--- src/rtl/ps2mc_pkg.sv ---
package ps2mc_pkg;

	// configuration register width and index
	localparam int REG_W     = 12;
	localparam int CFG_IDX_W = 1;

	typedef enum logic [CFG_IDX_W-1:0] {
		CFG_MAX_X = 1'b0,
		CFG_MAX_Y = 1'b1
	} cfg_reg_t;

	localparam logic [REG_W-1:0] MAX_X_RESET = 12'd319;
	localparam logic [REG_W-1:0] MAX_Y_RESET = 12'd199;
	localparam logic [REG_W-1:0] POS_X_RESET = 12'd160;
	localparam logic [REG_W-1:0] POS_Y_RESET = 12'd100;

	// header byte bits
	localparam int HDR_LEFT_BIT  = 0;
	localparam int HDR_VALID_BIT = 3;
	localparam int HDR_XSIGN_BIT = 4;
	localparam int HDR_YSIGN_BIT = 5;

	// place of the next mouse byte within a packet
	typedef enum logic [1:0] {
		POS_HEADER = 2'd0,
		POS_XDELTA = 2'd1,
		POS_YDELTA = 2'd2
	} byte_pos_t;

endpackage

--- src/rtl/ps2mc_clamp.sv ---
module ps2mc_clamp #(
	parameter int COORD_WIDTH = 12
) (
	input  logic [COORD_WIDTH-1:0]       pos,
	input  logic [7:0]                   delta_byte,
	input  logic                         delta_neg,
	input  logic                         subtract,
	input  logic [ps2mc_pkg::REG_W-1:0]  limit,
	output logic [COORD_WIDTH-1:0]       result
);
	import ps2mc_pkg::*;

	localparam int AW = ((COORD_WIDTH > REG_W) ? COORD_WIDTH : REG_W) + 2;

	logic signed [AW-1:0] pos_a;
	logic signed [AW-1:0] delta_a;
	logic signed [AW-1:0] sum_a;
	logic signed [AW-1:0] lim_raw;
	logic signed [AW-1:0] coord_mask;
	logic signed [AW-1:0] lim_a;
	logic signed [AW-1:0] clamped;

	always_comb begin
		pos_a      = {{(AW-COORD_WIDTH){1'b0}}, pos};
		// nine-bit delta, sign taken from the header
		delta_a    = {{(AW-9){delta_neg}}, delta_neg, delta_byte};
		lim_raw    = {{(AW-REG_W){1'b0}}, limit};
		coord_mask = {{(AW-COORD_WIDTH){1'b0}}, {COORD_WIDTH{1'b1}}};
		lim_a      = (lim_raw > coord_mask) ? coord_mask : lim_raw;
		sum_a      = subtract ? (pos_a - delta_a) : (pos_a + delta_a);
		if (sum_a < 0) begin
			clamped = '0;
		end else if (sum_a > lim_a) begin
			clamped = lim_a;
		end else begin
			clamped = sum_a;
		end
		result = clamped[COORD_WIDTH-1:0];
	end

endmodule

--- src/rtl/ps2_mouse_packet_cursor.sv ---
// An accepted poll item passes the input register, then the result register, to out_valid.
// Throughput: one item per cycle unless the output stalls; the packet counter and cursor
// update as an item leaves the input register, so the next item sees them in the following cycle.
// Reset (arst_n low, asynchronous): pipeline empty, packet counter at the header byte,
// cursor at column 160 / row 100, button released, limits at 319 / 199.
module ps2_mouse_packet_cursor #(
	parameter int COORD_WIDTH = 12
) (
	input  logic                             clk,
	input  logic                             arst_n,
	input  logic                             in_valid,
	output logic                             in_stall,
	input  logic                             data_ready,
	input  logic                             from_aux,
	input  logic [7:0]                       data_byte,
	output logic                             out_valid,
	input  logic                             out_stall,
	output logic                             packet_done,
	output logic [ps2mc_pkg::REG_W-1:0]      cursor_x,
	output logic [ps2mc_pkg::REG_W-1:0]      cursor_y,
	output logic                             left_button,
	input  logic                             cfg_wen,
	input  logic [ps2mc_pkg::CFG_IDX_W-1:0]  cfg_index,
	input  logic [ps2mc_pkg::REG_W-1:0]      cfg_data
);
	import ps2mc_pkg::*;

	localparam int AW = ((COORD_WIDTH > REG_W) ? COORD_WIDTH : REG_W) + 2;
	localparam logic [COORD_WIDTH-1:0] RST_X = COORD_WIDTH'(POS_X_RESET);
	localparam logic [COORD_WIDTH-1:0] RST_Y = COORD_WIDTH'(POS_Y_RESET);

	// input register
	logic       valid_s1;
	logic       data_ready_s1;
	logic       from_aux_s1;
	logic [7:0] data_byte_s1;

	// result register
	logic                 valid_s2;
	logic                 packet_done_s2;
	logic [REG_W-1:0]     cursor_x_s2;
	logic [REG_W-1:0]     cursor_y_s2;
	logic                 left_button_s2;

	// block state
	byte_pos_t             byte_pos_q;
	byte_pos_t             byte_pos_d;
	logic [7:0]            header_q;
	logic [7:0]            xdelta_q;
	logic [COORD_WIDTH-1:0] pos_x_q;
	logic [COORD_WIDTH-1:0] pos_y_q;
	logic                  button_q;
	logic [REG_W-1:0]      max_x_q;
	logic [REG_W-1:0]      max_y_q;

	logic                  adv2;
	logic                  aux_byte;
	logic                  third_byte;
	logic                  pkt_ok;
	logic [COORD_WIDTH-1:0] new_x;
	logic [COORD_WIDTH-1:0] new_y;
	logic [AW-1:0]         next_x_ext;
	logic [AW-1:0]         next_y_ext;

	assign adv2     = valid_s1 && (!valid_s2 || !out_stall);
	assign in_stall = valid_s1 && !adv2;
	assign aux_byte = valid_s1 && data_ready_s1 && from_aux_s1;

	// packet position: next state
	always_comb begin
		byte_pos_d = byte_pos_q;
		if (aux_byte) begin
			case (byte_pos_q)
				POS_HEADER: byte_pos_d = POS_XDELTA;
				POS_XDELTA: byte_pos_d = POS_YDELTA;
				default:    byte_pos_d = POS_HEADER;
			endcase
		end
	end

	// packet position: outputs
	always_comb begin
		case (byte_pos_q)
			POS_HEADER: third_byte = 1'b0;
			POS_XDELTA: third_byte = 1'b0;
			default:    third_byte = aux_byte;
		endcase
		pkt_ok = third_byte && header_q[HDR_VALID_BIT];
	end

	ps2mc_clamp #(.COORD_WIDTH(COORD_WIDTH)) u_clamp_x (
		.pos        (pos_x_q),
		.delta_byte (xdelta_q),
		.delta_neg  (header_q[HDR_XSIGN_BIT]),
		.subtract   (1'b0),
		.limit      (max_x_q),
		.result     (new_x)
	);

	// screen rows grow downwards: subtract Y
	ps2mc_clamp #(.COORD_WIDTH(COORD_WIDTH)) u_clamp_y (
		.pos        (pos_y_q),
		.delta_byte (data_byte_s1),
		.delta_neg  (header_q[HDR_YSIGN_BIT]),
		.subtract   (1'b1),
		.limit      (max_y_q),
		.result     (new_y)
	);

	assign next_x_ext = AW'(pkt_ok ? new_x : pos_x_q);
	assign next_y_ext = AW'(pkt_ok ? new_y : pos_y_q);

	always_ff @(posedge clk or negedge arst_n) begin
		if (!arst_n) begin
			valid_s1 <= 1'b0;
		end else if (!in_stall) begin
			valid_s1 <= in_valid;
		end
	end

	always_ff @(posedge clk) begin
		if (in_valid && !in_stall) begin
			data_ready_s1 <= data_ready;
			from_aux_s1   <= from_aux;
			data_byte_s1  <= data_byte;
		end
	end

	always_ff @(posedge clk or negedge arst_n) begin
		if (!arst_n) begin
			valid_s2 <= 1'b0;
		end else if (!valid_s2 || !out_stall) begin
			valid_s2 <= valid_s1;
		end
	end

	always_ff @(posedge clk) begin
		if (adv2) begin
			packet_done_s2 <= pkt_ok;
			cursor_x_s2    <= next_x_ext[REG_W-1:0];
			cursor_y_s2    <= next_y_ext[REG_W-1:0];
			left_button_s2 <= pkt_ok ? header_q[HDR_LEFT_BIT] : button_q;
		end
	end

	always_ff @(posedge clk or negedge arst_n) begin
		if (!arst_n) begin
			byte_pos_q <= POS_HEADER;
			header_q   <= '0;
			xdelta_q   <= '0;
			pos_x_q    <= RST_X;
			pos_y_q    <= RST_Y;
			button_q   <= 1'b0;
		end else if (adv2) begin
			byte_pos_q <= byte_pos_d;
			if (aux_byte && byte_pos_q == POS_HEADER) begin
				header_q <= data_byte_s1;
			end
			if (aux_byte && byte_pos_q == POS_XDELTA) begin
				xdelta_q <= data_byte_s1;
			end
			if (pkt_ok) begin
				pos_x_q  <= new_x;
				pos_y_q  <= new_y;
				button_q <= header_q[HDR_LEFT_BIT];
			end
		end
	end

	always_ff @(posedge clk or negedge arst_n) begin
		if (!arst_n) begin
			max_x_q <= MAX_X_RESET;
			max_y_q <= MAX_Y_RESET;
		end else if (cfg_wen) begin
			case (cfg_index)
				CFG_MAX_X: max_x_q <= cfg_data;
				CFG_MAX_Y: max_y_q <= cfg_data;
				default: ;
			endcase
		end
	end

	assign out_valid   = valid_s2;
	assign packet_done = packet_done_s2;
	assign cursor_x    = cursor_x_s2;
	assign cursor_y    = cursor_y_s2;
	assign left_button = left_button_s2;

endmodule

--- config.mk ---
export PLATFORM = sky130hd
export DESIGN_NAME = ps2_mouse_packet_cursor
export DESIGN_NICKNAME = d
export VERILOG_FILES = /design/src/rtl/ps2mc_pkg.sv /design/src/rtl/ps2mc_clamp.sv /design/src/rtl/ps2_mouse_packet_cursor.sv
export SDC_FILE = /design/constraint.sdc
export NUM_CORES = 1
export LEC_CHECK = 0
export BUFFER_PORTS_ARGS = -buffer_cell sky130_fd_sc_hd__buf_2
export CAP_MARGIN = 20
export CORE_UTILIZATION = 65
export DETAILED_ROUTE_END_ITERATION = 7
export PLACE_DENSITY = 0.86
export SLEW_MARGIN = 20
export SYNTH_ARGS = -nofsm -noshare
export SYNTH_HDL_FRONTEND = slang
export SYNTH_SLANG_ARGS = --single-unit
--- constraint.sdc ---
create_clock -name clk -period 7.3 [get_ports clk]
set_input_delay 1.46 -clock clk [delete_from_list [all_inputs] [get_ports clk]]
set_output_delay 1.46 -clock clk [all_outputs]
set_load 0.005 [all_outputs]
==> out/metrics.yaml <==
timing:
  period_needed_ns: 4.68
  setup-violations-final: 0
  hold_slack_ns: 0.500
  slew_viol_final: 0
  rsz0062_at_grt: "false"
  max_freq_ghz: 0.214
  tightest_slew_ns: 1.02
  min_period_over_period: 0.642
  setup_ws_ns: 2.62
  setup_tns_ns: 0
  relSlewSlack: 0.315
  hold_viol: 0
  fin_worst_skew_ns: 0.0114
synthesis:
  synth_adder_area_share: 0.112
  synthMuxAreaShare: 0.0303
  syn_nets: 691
  synth_edf_count: 36
  synthXorXnorAreaFrac: 0.0236
  syn_area_sq_mm: 0.00595
  synth-compound-area-share: 0.189
  seq_area_frac_synth: 0.459
  async_reset_ff_frac: 0.644
  ys_ff_latch: 101
  yosys.area_share.simple: 0.137
  synth_top_family_by_area: "compound AO/OA/AOI/OAI gates"
  synth_warnings: 0
  syn_avg_cell_area_sq_um: 9.74
  synth-main-ff-cell: "dfrtp_1"
  synth.distinct_cells: 62
  synthCells: 611
cells_and_area:
  diodes: 0
  nets: 740
  area_growth_pct: 8.62
  layout-drive-gt1-share: 0.188
  n_fill_cell: 630
setup_path:
  cp_max_fo: 12
  worstSetupEndpointType: "flip-flop"
  start_kind: "flip-flop"
  worstPathRequired_ns: 7.47
  crit_type: "reg2reg"
  arrival_ns: 4.85
  startpoint: "pos_y_q[0]"
  reg2reg_from: "pos_y_q[0]"
cts:
  cts_made_buffers: 9
  cts_tree: "done"
  clockBufferDepth: 2
  cts_sinks: 101
  post_cts_resized: 0
  path_clk_slew_ns: 0.10
  insertion_delay_ns: 0.36
  htreeDepth: 3
  cts_root_buf: "clkbuf_8"
  cts_hold_buf: 0
  cts_setup_buffers: 0
detailed_routing:
  wl_per_cell_um: 16.8
  num_vias: 4730
  wirelength_um: 13000
  drc: 10
  route.antenna.remaining_nets: 0
  via_per_inst: 6.12
  first_pass_iters: 8
  drtIter0Drc: 254
power:
  ir_drop_mv: 0.201
  cellPowerDensity_mw_per_mm2: 500
  power.internal_mw: 1.73
  p_leak_nw: 2.88
  pwr-share-comb: 0.606
  swShare: 0.465
  power_frac_clock: 0.108
  power_frac_seq: 0.285
  netSwitchingPower_mw: 1.50
hold_path:
  hold_start: "xdelta_q[7]"
  hp-class: "reg2reg"
global_route:
  grt_max_degree: 66
  grt-ovfl-total: 0
  track_usage: 0.284
  grt_pass1_wl_um: 21200
  grt_pass1_vias: 4544
  antenna_found_initial: 0
run_status:
  violations: "design-rule violations"
  status: "complete, but fails checks"
die:
  rows: 34
  io_pins: 56
  die-area_sq_mm: 0.00954
  design.core.area_sq_mm: 0.00881
  chipHeight_um: 97.7
  die_w_um: 97.7
  initial_utilization: 0.675
placement:
  place_congestion: 0.921
  preCtsSetupSlack_ns: 2.79
  numPortBuffers: 55
  hpwl_um: 9530
job:
  max-cap-violations: 0
layout by cell type, fill, tap and decap left out, drive strengths merged, types with 11 or more instances in the layout:
cell / synthesis / routed
ha: 50 / 50
edfxtp: 36 / 36
mux2: 16 / 16
o21ai: 61 / 61
a21oi: 16 / 16
nand3: 12 / 12
inv: 49 / 49
dfrtp: 48 / 48
nand2: 70 / 70
a31oi: 50 / 50
nor2: 69 / 69
buf: 6 / 58
dfstp: 17 / 17
xnor2: 11 / 11
power groups by stage:
stage	Clock, mW	Sequential (mW)	Combinational (mW)
final	0.350	0.921	1.96
after global routing	0.374	0.941	2.18
after CTS	0.354	0.917	1.92
after detailed placement	0	0.928	1.90
after global placement	0	0.921	1.81
after floorplan	0	0.894	1.52
cells by family (layout without fill, tap and decap cells):
group	after synthesis	count (layout)
AO/OA/AOI/OAI	174	174
buffers and inverters	69	123
flip-flops	101	101
XOR/XNOR	16	16
adder cells (fa/ha/maj)	52	52
multiplexers	16	16
AND/OR/NAND/NOR	183	183
final cells by class:
type | count | area [sq um] | share of cell area
Sequential cell | 101 | 2730 | 0.422
Inverter | 49 | 184 | 0.0285
Timing Repair Buffer | 58 | 298 | 0.0461
Tap cell | 108 | 135 | 0.0209
Clock buffer | 10 | 128 | 0.0198
Multi-Input combinational cell | 441 | 2930 | 0.453
Clock inverter | 6 | 62.6 | 0.00968
registers in the layout, summed over array words and instances, names as in the netlist, 2 cells and up:
register,cells
cursor_x,12
byte_pos_q,2
max_y_q,12
max_x_q,12
xdelta_q,8
header_q,4
data_byte_s1,8
pos_x_q,12
cursor_y,12
pos_y_q,12
cell usage after synthesis (all sizes together) (12+ instances only):
| cell | n | share of area |
|---|---|---|
| nand2 | 70 | 0.045 |
| o21ai | 61 | 0.051 |
| edfxtp | 36 | 0.18 |
| a21oi | 16 | 0.014 |
| dfrtp | 48 | 0.20 |
| ha | 50 | 0.11 |
| nand3 | 12 | 0.010 |
| mux2 | 16 | 0.030 |
| nor2 | 69 | 0.044 |
| inv | 49 | 0.031 |
| a31oi | 50 | 0.056 |
| dfstp | 17 | 0.075 |
routing by layer:
metal	vias up	wire, um	GRT usage
li1	2287	-	-
met1	2244	5690	0.387
met2	169	6210	0.462
met3	30	732	0.0367
met4	0	329	0.120
met5	-	0	0
worst max-delay path, cell delays in order (launching register included):
cell and delay (ns):
dfrtp_1 0.40, inv_1 0.06, ha_1 0.15, inv_1 0.05, fa_1 0.42, a211oi_1 0.35
o21ai_1 0.17, a31o_2 0.29, a21o_1 0.17, a21oi_1 0.17, xnor2_1 0.11, ha_1 0.30
nand4_1 0.11, or4_1 0.51, o21a_1 0.14, nand2_1 0.10, a21boi_2 0.53, nand2_1 0.17
a31oi_1 0.29
stage by stage:
step            util  instances  cell area (sq um)  total power, mW
6_report       0.734        773               6460             3.23
5_1_grt        0.734        773               6460             3.49
4_1_cts        0.734        773               6460             3.19
3_5_place_dp   0.712        757               6270             2.83
3_3_place_gp   0.712        757               6270             2.73
2_1_floorplan      -        611               5950             2.41
final timing paths:
path / end / slack (ns) / cells after the start
max reg2reg: cursor_y[5] / 2.62 / 18
max in group asynchronous: max_y_q[9] / 5.48 / 2
min: xdelta_q[7] / 0.50 / 2
min reg2reg: xdelta_q[7] / 0.50 / 2
min in group asynchronous: pos_x_q[2] / 1.27 / 2
max: cursor_y[5] / 2.62 / 18
Note: power is estimated with default switching activity, not from simulation.
